$ cat config.mk
export PLATFORM = sky130hd
export DESIGN_NAME = edge_timing_bit_clock_recovery_core
export DESIGN_NICKNAME = d
export VERILOG_FILES = /design/src/rtl/core/ebcr_pkg.sv /design/src/rtl/core/ebcr_window.sv /design/src/rtl/core/ebcr_div.sv /design/src/rtl/core/edge_timing_bit_clock_recovery_core.sv
export SDC_FILE = /design/constraint.sdc
export NUM_CORES = 1
export LEC_CHECK = 0
export ABC_AREA = 0
export BUFFER_PORTS_ARGS = -buffer_cell sky130_fd_sc_hd__buf_2
export CORE_ASPECT_RATIO = 1.2
export CORE_MARGIN = 2
export CORE_UTILIZATION = 40
export DETAILED_ROUTE_END_ITERATION = 7
export GPL_ROUTABILITY_DRIVEN = 1
export MAX_ROUTING_LAYER = met4
export PLACE_DENSITY = 0.55
export SYNTH_ARGS = -nofsm -noshare
export SYNTH_HDL_FRONTEND = slang
export SYNTH_HIERARCHICAL = 1
export SYNTH_SLANG_ARGS = --single-unit
$ cat constraint.sdc
create_clock -name aclk -period 5.9 [get_ports aclk]
set_input_delay 0.59 -clock aclk [delete_from_list [all_inputs] [get_ports aclk]]
set_output_delay 0.59 -clock aclk [all_outputs]
set_load 0.01 [all_outputs]
$ cat src/rtl/core/ebcr_pkg.sv
// Shared constants, types and state codes for the edge-timing bit clock recovery core.
package ebcr_pkg;

    localparam int TIME_W      = 32;              // timer width, even, 16..32
    localparam int ACC_W       = 32;              // window bounds are formed modulo 2^32
    localparam int MAX_BIT_RUN = 8;               // longest run of equal bits tested
    localparam int K_W         = $clog2(MAX_BIT_RUN + 1);
    localparam int CFG_W       = 24;
    localparam int CFG_IDX_W   = 1;
    localparam int DIV_STEPS   = TIME_W / 2;      // two quotient bits per cycle
    localparam int DIV_CNT_W   = $clog2(DIV_STEPS);

    localparam logic [CFG_IDX_W-1:0] REG_NOM_PERIOD = 1'd0;
    localparam logic [CFG_IDX_W-1:0] REG_NOM_MARGIN = 1'd1;

    localparam logic [CFG_W-1:0] NOM_PERIOD_RST = 24'd33333;
    localparam logic [CFG_W-1:0] NOM_MARGIN_RST = 24'd3333;

    typedef enum logic [1:0] {
        ST_IDLE,
        ST_SCAN,
        ST_DIVIDE,
        ST_DONE
    } ebcr_state_t;

    typedef struct packed {
        logic           done;
        logic [K_W-1:0] matched;
    } ebcr_win_stat_t;

    typedef struct packed {
        logic              done;
        logic [TIME_W-1:0] quotient;
    } ebcr_div_stat_t;

endpackage

$ cat src/rtl/core/ebcr_window.sv
// Serial window test: one accumulate and bounds compare per run length k.
module ebcr_window
    import ebcr_pkg::*;
(
    input  logic              aclk,
    input  logic              aresetn,
    input  logic              start,
    input  logic [TIME_W-1:0] diff,
    input  logic [CFG_W-1:0]  nom_period,
    input  logic [CFG_W-1:0]  nom_margin,
    output ebcr_win_stat_t    stat
);

    logic             busy_reg,    busy_next;
    logic             done_reg,    done_next;
    logic [K_W-1:0]   k_reg,       k_next;
    logic [K_W-1:0]   matched_reg, matched_next;
    logic [ACC_W-1:0] lo_reg,      lo_next;
    logic [ACC_W-1:0] hi_reg,      hi_next;
    logic [ACC_W-1:0] step_lo;
    logic [ACC_W-1:0] step_hi;
    logic [ACC_W-1:0] diff_ext;
    logic             hit;

    // k * bound mod 2^32 built up by repeated addition
    assign step_lo  = ACC_W'(nom_period) - ACC_W'(nom_margin);
    assign step_hi  = ACC_W'(nom_period) + ACC_W'(nom_margin);
    assign diff_ext = ACC_W'(diff);
    assign hit      = (lo_reg < diff_ext) && (diff_ext < hi_reg);

    always_comb begin
        busy_next    = busy_reg;
        done_next    = 1'b0;
        k_next       = k_reg;
        matched_next = matched_reg;
        lo_next      = lo_reg;
        hi_next      = hi_reg;
        if (start) begin
            busy_next    = 1'b1;
            k_next       = K_W'(1);
            matched_next = '0;
            lo_next      = step_lo;
            hi_next      = step_hi;
        end else if (busy_reg) begin
            // no early exit: the largest matching k wins
            if (hit) begin
                matched_next = k_reg;
            end
            if (k_reg == K_W'(MAX_BIT_RUN)) begin
                busy_next = 1'b0;
                done_next = 1'b1;
            end else begin
                k_next  = k_reg + K_W'(1);
                lo_next = lo_reg + step_lo;
                hi_next = hi_reg + step_hi;
            end
        end
    end

    always_ff @(posedge aclk) begin
        if (!aresetn) begin
            busy_reg <= 1'b0;
            done_reg <= 1'b0;
        end else begin
            busy_reg <= busy_next;
            done_reg <= done_next;
        end
        k_reg       <= k_next;
        matched_reg <= matched_next;
        lo_reg      <= lo_next;
        hi_reg      <= hi_next;
    end

    assign stat.done    = done_reg;
    assign stat.matched = matched_reg;

endmodule

$ cat src/rtl/core/ebcr_div.sv
// Serial restoring divider by a small run length, two quotient bits per cycle.
module ebcr_div
    import ebcr_pkg::*;
(
    input  logic              aclk,
    input  logic              aresetn,
    input  logic              start,
    input  logic [TIME_W-1:0] dividend,
    input  logic [K_W-1:0]    divisor,
    output ebcr_div_stat_t    stat
);

    logic                 busy_reg, busy_next;
    logic                 done_reg, done_next;
    logic [DIV_CNT_W-1:0] cnt_reg,  cnt_next;
    logic [TIME_W-1:0]    quo_reg,  quo_next;
    logic [K_W-1:0]       rem_reg,  rem_next;
    logic [K_W-1:0]       dvs_reg,  dvs_next;
    logic [TIME_W-1:0]    q_step;
    logic [K_W-1:0]       r_step;
    logic [K_W:0]         part;

    // two dependent shift-subtract steps on a narrow remainder
    always_comb begin
        q_step = quo_reg;
        r_step = rem_reg;
        part   = '0;
        for (int i = 0; i < 2; i++) begin
            part   = {r_step, q_step[TIME_W-1]};
            q_step = {q_step[TIME_W-2:0], 1'b0};
            if (part >= {1'b0, dvs_reg}) begin
                part      = part - {1'b0, dvs_reg};
                q_step[0] = 1'b1;
            end
            r_step = part[K_W-1:0];
        end
    end

    always_comb begin
        busy_next = busy_reg;
        done_next = 1'b0;
        cnt_next  = cnt_reg;
        quo_next  = quo_reg;
        rem_next  = rem_reg;
        dvs_next  = dvs_reg;
        if (start) begin
            busy_next = 1'b1;
            cnt_next  = '0;
            quo_next  = dividend;
            rem_next  = '0;
            dvs_next  = divisor;
        end else if (busy_reg) begin
            quo_next = q_step;
            rem_next = r_step;
            if (cnt_reg == DIV_CNT_W'(DIV_STEPS - 1)) begin
                busy_next = 1'b0;
                done_next = 1'b1;
            end else begin
                cnt_next = cnt_reg + DIV_CNT_W'(1);
            end
        end
    end

    always_ff @(posedge aclk) begin
        if (!aresetn) begin
            busy_reg <= 1'b0;
            done_reg <= 1'b0;
        end else begin
            busy_reg <= busy_next;
            done_reg <= done_next;
        end
        cnt_reg <= cnt_next;
        quo_reg <= quo_next;
        rem_reg <= rem_next;
        dvs_reg <= dvs_next;
    end

    assign stat.done     = done_reg;
    assign stat.quotient = quo_reg;

endmodule

$ cat src/rtl/core/edge_timing_bit_clock_recovery_core.sv
// Top level: edge sequencer, bit clock state, config registers and output register.
// Path: a compare item or early edge goes to the done state, then the output register;
//   other edges scan (8 window steps) and, if matched, divide (16 steps at 2 bits each).
// Throughput: one item at a time, s_tready only while the sequencer is idle; the
//   window scan, the serial divider and m_tready back-pressure set the per-item time.
// Reset (aresetn low, synchronous): no edges seen, period and compare time zero,
//   registers back to period 33333 and margin 3333; no clearing pass.
module edge_timing_bit_clock_recovery_core
    import ebcr_pkg::*;
(
    input  logic                 aclk,
    input  logic                 aresetn,
    input  logic                 s_tvalid,
    output logic                 s_tready,
    input  logic [31:0]          s_tdata,   // [31:0] edge_time
    input  logic [0:0]           s_tuser,   // [0] action
    output logic                 m_tvalid,
    input  logic                 m_tready,
    output logic [71:0]          m_tdata,   // [31:0] compare_time, [35:32] bits_matched,
                                            // [67:36] bit_period, [71:68] zero
    output logic [0:0]           m_tuser,   // [0] compare_written
    input  logic                 cfg_wr_en,
    input  logic [CFG_IDX_W-1:0] cfg_index,
    input  logic [CFG_W-1:0]     cfg_wdata
);

    ebcr_state_t       state_reg, state_next;
    logic [CFG_W-1:0]  sym_period_reg;
    logic [CFG_W-1:0]  sym_margin_reg;
    logic [TIME_W-1:0] last_rise_reg;
    logic [TIME_W-1:0] last_fall_reg;
    logic              rise_seen_reg;
    logic              fall_seen_reg;
    logic              expect_rise_reg;
    logic [TIME_W-1:0] period_reg;
    logic [TIME_W-1:0] compare_reg;
    logic [TIME_W-1:0] time_reg;
    logic [TIME_W-1:0] diff_reg;
    logic              written_reg;
    logic [K_W-1:0]    matched_reg;
    logic              m_tvalid_reg;
    logic [71:0]       m_tdata_reg;
    logic [0:0]        m_tuser_reg;

    logic              accept;
    logic [TIME_W-1:0] edge_t;
    logic [TIME_W-1:0] edge_diff;
    logic              both_seen;
    logic              win_start;
    logic              div_start;
    logic              out_load;
    ebcr_win_stat_t    win_stat;
    ebcr_div_stat_t    div_stat;

    assign accept    = s_tvalid && s_tready;
    assign edge_t    = s_tdata[TIME_W-1:0];
    assign edge_diff = expect_rise_reg ? (edge_t - last_fall_reg) : (edge_t - last_rise_reg);
    // the opposite edge kind decides, this edge marks its own kind seen
    assign both_seen = expect_rise_reg ? fall_seen_reg : rise_seen_reg;

    ebcr_window u_window (
        .aclk       (aclk),
        .aresetn    (aresetn),
        .start      (win_start),
        .diff       (diff_reg),
        .nom_period (sym_period_reg),
        .nom_margin (sym_margin_reg),
        .stat       (win_stat)
    );

    ebcr_div u_div (
        .aclk     (aclk),
        .aresetn  (aresetn),
        .start    (div_start),
        .dividend (diff_reg),
        .divisor  (win_stat.matched),
        .stat     (div_stat)
    );

    always_ff @(posedge aclk) begin
        if (!aresetn) begin
            state_reg <= ST_IDLE;
        end else begin
            state_reg <= state_next;
        end
    end

    always_comb begin
        state_next = state_reg;
        win_start  = 1'b0;
        div_start  = 1'b0;
        out_load   = 1'b0;
        s_tready   = 1'b0;
        unique case (state_reg)
            ST_IDLE: begin
                s_tready = 1'b1;
                if (s_tvalid) begin
                    if (s_tuser[0] || !both_seen) begin
                        state_next = ST_DONE;
                    end else begin
                        win_start  = 1'b1;
                        state_next = ST_SCAN;
                    end
                end
            end
            ST_SCAN: begin
                if (win_stat.done) begin
                    if (win_stat.matched != '0) begin
                        div_start  = 1'b1;
                        state_next = ST_DIVIDE;
                    end else begin
                        state_next = ST_DONE;
                    end
                end
            end
            ST_DIVIDE: begin
                if (div_stat.done) begin
                    state_next = ST_DONE;
                end
            end
            ST_DONE: begin
                if (!m_tvalid_reg || m_tready) begin
                    out_load   = 1'b1;
                    state_next = ST_IDLE;
                end
            end
            default: state_next = ST_IDLE;
        endcase
    end

    always_ff @(posedge aclk) begin
        if (!aresetn) begin
            sym_period_reg  <= NOM_PERIOD_RST;
            sym_margin_reg  <= NOM_MARGIN_RST;
            last_rise_reg   <= '0;
            last_fall_reg   <= '0;
            rise_seen_reg   <= 1'b0;
            fall_seen_reg   <= 1'b0;
            expect_rise_reg <= 1'b1;
            period_reg      <= '0;
            compare_reg     <= '0;
            m_tvalid_reg    <= 1'b0;
        end else begin
            if (cfg_wr_en) begin
                unique case (cfg_index)
                    REG_NOM_PERIOD: sym_period_reg <= cfg_wdata;
                    REG_NOM_MARGIN: sym_margin_reg <= cfg_wdata;
                    default: ;
                endcase
            end
            if (accept && s_tuser[0]) begin
                compare_reg <= compare_reg + period_reg;
            end else if (accept) begin
                if (expect_rise_reg) begin
                    last_rise_reg <= edge_t;
                    rise_seen_reg <= 1'b1;
                end else begin
                    last_fall_reg <= edge_t;
                    fall_seen_reg <= 1'b1;
                end
                expect_rise_reg <= !expect_rise_reg;
            end
            if (div_stat.done) begin
                period_reg  <= div_stat.quotient;
                compare_reg <= time_reg + div_stat.quotient;
            end
            if (out_load) begin
                m_tvalid_reg <= 1'b1;
            end else if (m_tready) begin
                m_tvalid_reg <= 1'b0;
            end
        end

        if (accept) begin
            time_reg    <= edge_t;
            diff_reg    <= edge_diff;
            written_reg <= s_tuser[0];
            matched_reg <= '0;
        end
        if (state_reg == ST_SCAN && win_stat.done) begin
            matched_reg <= win_stat.matched;
        end
        if (div_stat.done) begin
            written_reg <= 1'b1;
        end
        if (out_load) begin
            m_tdata_reg    <= {4'd0, 32'(period_reg), 4'(matched_reg), 32'(compare_reg)};
            m_tuser_reg[0] <= written_reg;
        end
    end

    assign m_tvalid = m_tvalid_reg;
    assign m_tdata  = m_tdata_reg;
    assign m_tuser  = m_tuser_reg;

    a_accept_leaves_idle: assert property (@(posedge aclk) disable iff (!aresetn)
        accept |=> state_reg != ST_IDLE)
        else $error("sequencer stayed idle after taking an item");

    a_win_done_in_scan: assert property (@(posedge aclk) disable iff (!aresetn)
        win_stat.done |-> state_reg == ST_SCAN)
        else $error("window scan finished outside the scan state");

    a_div_done_in_divide: assert property (@(posedge aclk) disable iff (!aresetn)
        div_stat.done |-> state_reg == ST_DIVIDE)
        else $error("divider finished outside the divide state");

    a_match_implies_write: assert property (@(posedge aclk) disable iff (!aresetn)
        m_tvalid && m_tdata[35:32] != 4'd0 |-> m_tuser[0])
        else $error("matched run without a compare write");

    a_load_only_when_free: assert property (@(posedge aclk) disable iff (!aresetn)
        out_load |-> !m_tvalid_reg || m_tready)
        else $error("result overwritten before it was taken");

endmodule

==> insert_results.sql <==
INSERT INTO impl_metrics (metric_group, metric, value, unit) VALUES
('clocking', 'cts_max_level', '2', ''),
('routing', 'postRouteAntennaNets', '0', ''),
('setup_path', 'crit-reg2reg-launch', 'sym_period_reg[0]', ''),
('routing', 'remaining_drc_errors', '0', ''),
('cells_and_area', 'ff_latch_area', '11200', 'um2'),
('sta', 'fin_crit_sh', '0.888', ''),
('routing', 'route.vias.total', '21600', ''),
('synthesis', 'post_synth_fa_ha_maj_area_fraction', '0.132', ''),
('die', 'start_util', '0.403', ''),
('setup_path', 'flop_to_flop_setup_slack', '0.66', 'ns'),
('worst_hold_path', 'whs_endpoint', 'time_reg[18]', ''),
('synthesis', 'flip_flop_and_latch_count_after_synthesis', '440', ''),
('die', 'io_pins', '138', ''),
('worst_hold_path', 'worstHoldPathType', 'in2reg', ''),
('setup_path', 'cell_at_the_slowest_stage_of_the_critical_path', 'sky130_fd_sc_hd__fa_1', ''),
('power_and_ir_drop', 'ir_drop', '0.206', 'mV'),
('cells_and_area', 'nets', '3428', ''),
('clocking', 'cts_tree', 'built', ''),
('routing', 'drt_pre_antenna_iters', '5', ''),
('place', 'place_worst_setup_slack', '0.721', 'ns'),
('clocking', 'post_cts_resized', '0', ''),
('synthesis', 'post_synth_xor_area_fraction', '0.0566', ''),
('grt', 'global_route.usage.met1', '0.240', ''),
('clocking', 'clock_path_buffers', '3', ''),
('routing', 'wire_per_inst', '17.6', 'um'),
('synthesis', 'synth_sequential_area_ratio', '0.399', ''),
('sta', 'finalSetupViolCount', '0', ''),
('setup_path', 'worstSetupEndpointType', 'flip-flop', ''),
('die', 'full_die_area', '72100', 'um2'),
('clocking', 'cts_buffers', '50', ''),
('setup_path', 'number_of_cells_on_the_worst_reg_to_reg_path', '23', ''),
('grt', 'vias_in_the_first_global_route', '21600', ''),
('grt', 'global_route.usage.met3', '0.0238', ''),
('grt', 'wire_length_of_the_first_global_routing_pass', '113000', 'um'),
('place', 'place_hpwl', '53800', 'um'),
('setup_path', 'regToRegEndpoint', 'u_window/lo_reg[31]', ''),
('status', 'status', 'finished clean', ''),
('worst_hold_path', 'hold_sp', 's_tdata[18]', ''),
('synthesis', 'post_synth_and_or_nand_nor_area_fraction', '0.138', ''),
('sta', 'pnr_worst_setup_slack', '0.661', 'ns'),
('place', 'port_buffers', '133', ''),
('setup_path', 'cp_data_arrival_time', '5.54', 'ns'),
('setup_path', 'max_stage_delay', '0.41', 'ns'),
('sta', 'hold_slack', '0.227', 'ns'),
('power_and_ir_drop', 'total_leakage_power', '0.0126', 'uW'),
('synthesis', 'syn-instance-count', '2985', ''),
('die', 'die_height', '294', 'um'),
('routing', 'detail_route.vias_per_cell', '5.37', ''),
('cells_and_area', 'largest_reg_flops', '68', ''),
('setup_path', 'worstSetupStartpointType', 'flip-flop', ''),
('setup_path', 'worstPathCellList', 'inv_1, ha_1, fa_1, nor2b_1, o21ai_1, a21boi_0, o31ai_2, o21ai_1, nand4_1, nand3b_1, a21oi_1, xnor2_1, ha_1, a21o_1, a21o_1, a21oi_1, o21ai_0, a31oi_1, o311ai_2, a211oi_2, xor2_1, nor2_1, xor2_1', ''),
('sta', 'slew_viol_final', '0', ''),
('grt', 'globalRouteTotalUtil', '0.200', ''),
('grt', 'grt_max_degree', '99', ''),
('sta', 'period_minus_slack', '5.24', 'ns'),
('grt', 'gr-usage-met2', '0.352', ''),
('synthesis', 'compound_cell_area_share_of_the_yosys_netlist', '0.183', ''),
('synthesis', 'largest_family_of_logic_cells_by_synthesized_area', 'compound AO/OA/AOI/OAI gates', ''),
('die', 'core_area', '69500', 'um2'),
('sta', 'setup_total_negative_slack', '0', 'ns'),
('grt', 'gr-max-usage-layer', 'met2', ''),
('place', 'gpl.final_weighted_congestion', '0.938', ''),
('sta', 'least_margin_pin_slew', '0.992', 'ns'),
('worst_hold_path', 'whs_path_depth', '1', ''),
('power_and_ir_drop', 'power.density_cell_area', '298', 'nW/um2'),
('synthesis', 'postSynthAreaPerCell', '9.38', 'um2'),
('routing', 'drtIter0Drc', '1020', ''),
('setup_path', 'path_class', 'reg2reg', ''),
('sta', 'slew_headroom', '0.335', ''),
('sta', 'grt_setup_unrepaired', 'no', ''),
('run', 'max-cap-violations', '0', '');
## logic make-up (layout without fill, tap and decap cells)
kind of cell | count (synthesis) | after routing
adders and majority gates | 291 | 291
other | 1 | 5
and+or+nand+nor | 853 | 853
muxes | 130 | 130
xor gates and xnor gates | 181 | 181
DFF | 440 | 440
AOI/OAI and AO/OA | 794 | 794
buffers and inverters | 295 | 420
## critical path, delay by kind of cell (launching register included)
kind / cells / cell delay, ns
AOI/OAI and AO/OA: 12 / 2.48
DFF: 1 / 0.35
adders and majority gates: 3 / 1.03
buffers and inverters: 1 / 0.05
xor gates and xnor gates: 3 / 0.49
and+or+nand+nor: 4 / 0.55
## how the worst max path moves through the flow
stage,from,end,slack [ns],cells past startpoint
4_1_cts,sym_period_reg[0],u_window/lo_reg[31],0.70,23
3_5_place_dp,sym_period_reg[0],u_window/lo_reg[31],0.72,22
3_3_place_gp,sym_period_reg[0],u_window/lo_reg[31],0.83,22
2_1_floorplan,sym_period_reg[0],u_window/lo_reg[31],1.33,22
5_1_grt,sym_margin_reg[2],u_window/lo_reg[31],0.18,19
6_report,sym_period_reg[0],u_window/lo_reg[31],0.66,23
## stage by stage
stage	utilization	power (uW)	instance area [um2]	std cells
2_1_floorplan	-	5630	28000	2988
5_1_grt	0.448	9830	31100	4032
3_5_place_dp	0.425	6290	29500	3940
3_3_place_gp	0.425	6220	29500	3940
6_report	0.448	9280	31100	4032
4_1_cts	0.448	9380	31100	4031
## layer usage
| layer | share of wire | vias to the layer above |
|---|---|---|
| li1 | - | 10900 |
| met1 | 0.44 | 10200 |
| met2 | 0.50 | 387 |
| met3 | 0.036 | 111 |
| met4 | 0.026 | 0 |
| met5 | 0 | - |
## placed cells by master (no fill, tap or decap), types with 61 or more instances in the layout
master,netlist,final
sky130_fd_sc_hd__xor2_1,61,61
sky130_fd_sc_hd__edfxtp_1,237,237
sky130_fd_sc_hd__a21oi_1,292,292
sky130_fd_sc_hd__a21o_1,83,83
sky130_fd_sc_hd__nor2_1,189,188
sky130_fd_sc_hd__nand2_1,373,373
sky130_fd_sc_hd__xnor2_1,120,120
sky130_fd_sc_hd__ha_1,282,282
sky130_fd_sc_hd__dfxtp_1,203,201
sky130_fd_sc_hd__o21ai_0,144,144
sky130_fd_sc_hd__mux2i_1,83,83
sky130_fd_sc_hd__buf_2,5,133
sky130_fd_sc_hd__inv_1,172,171
## final cells by class
class | count | share of cell area
Multi-Input combinational cell | 2253 | 0.504
Sequential cell | 440 | 0.359
Clock buffer | 67 | 0.0451
Tap cell | 918 | 0.0369
Timing Repair Buffer | 155 | 0.0267
Inverter | 174 | 0.0211
Clock inverter | 24 | 0.00651
Antenna cell | 1 | 0.0000804
## synthesized netlist by cell type, types with 34 or more instances
cell | count | area [um2]
sky130_fd_sc_hd__ha_1 | 282 | 3530
sky130_fd_sc_hd__a21o_1 | 83 | 623
sky130_fd_sc_hd__a21oi_1 | 292 | 1460
sky130_fd_sc_hd__a211oi_1 | 34 | 255
sky130_fd_sc_hd__mux2_2 | 46 | 518
sky130_fd_sc_hd__nand2_1 | 373 | 1400
sky130_fd_sc_hd__nor3_1 | 48 | 240
sky130_fd_sc_hd__inv_1 | 172 | 646
sky130_fd_sc_hd__clkbuf_1 | 94 | 353
sky130_fd_sc_hd__nand3_1 | 50 | 250
sky130_fd_sc_hd__xor2_1 | 61 | 534
sky130_fd_sc_hd__edfxtp_1 | 237 | 7120
sky130_fd_sc_hd__xnor2_1 | 120 | 1050
sky130_fd_sc_hd__mux2i_1 | 83 | 831
sky130_fd_sc_hd__dfxtp_1 | 203 | 4060
sky130_fd_sc_hd__nor2_1 | 189 | 709
sky130_fd_sc_hd__o21ai_0 | 144 | 721
## where the power goes
part | internal, uW | leakage [uW] | total [uW] | switching, uW
Sequential | 3600 | 0.00384 | 3790 | 191
Combinational | 981 | 0.00800 | 2440 | 1460
Clock | 1760 | 0.000791 | 3050 | 1290
Total | 6340 | 0.0126 | 9280 | 2940
No activity file was read; power rests on OpenSTA's default activity.
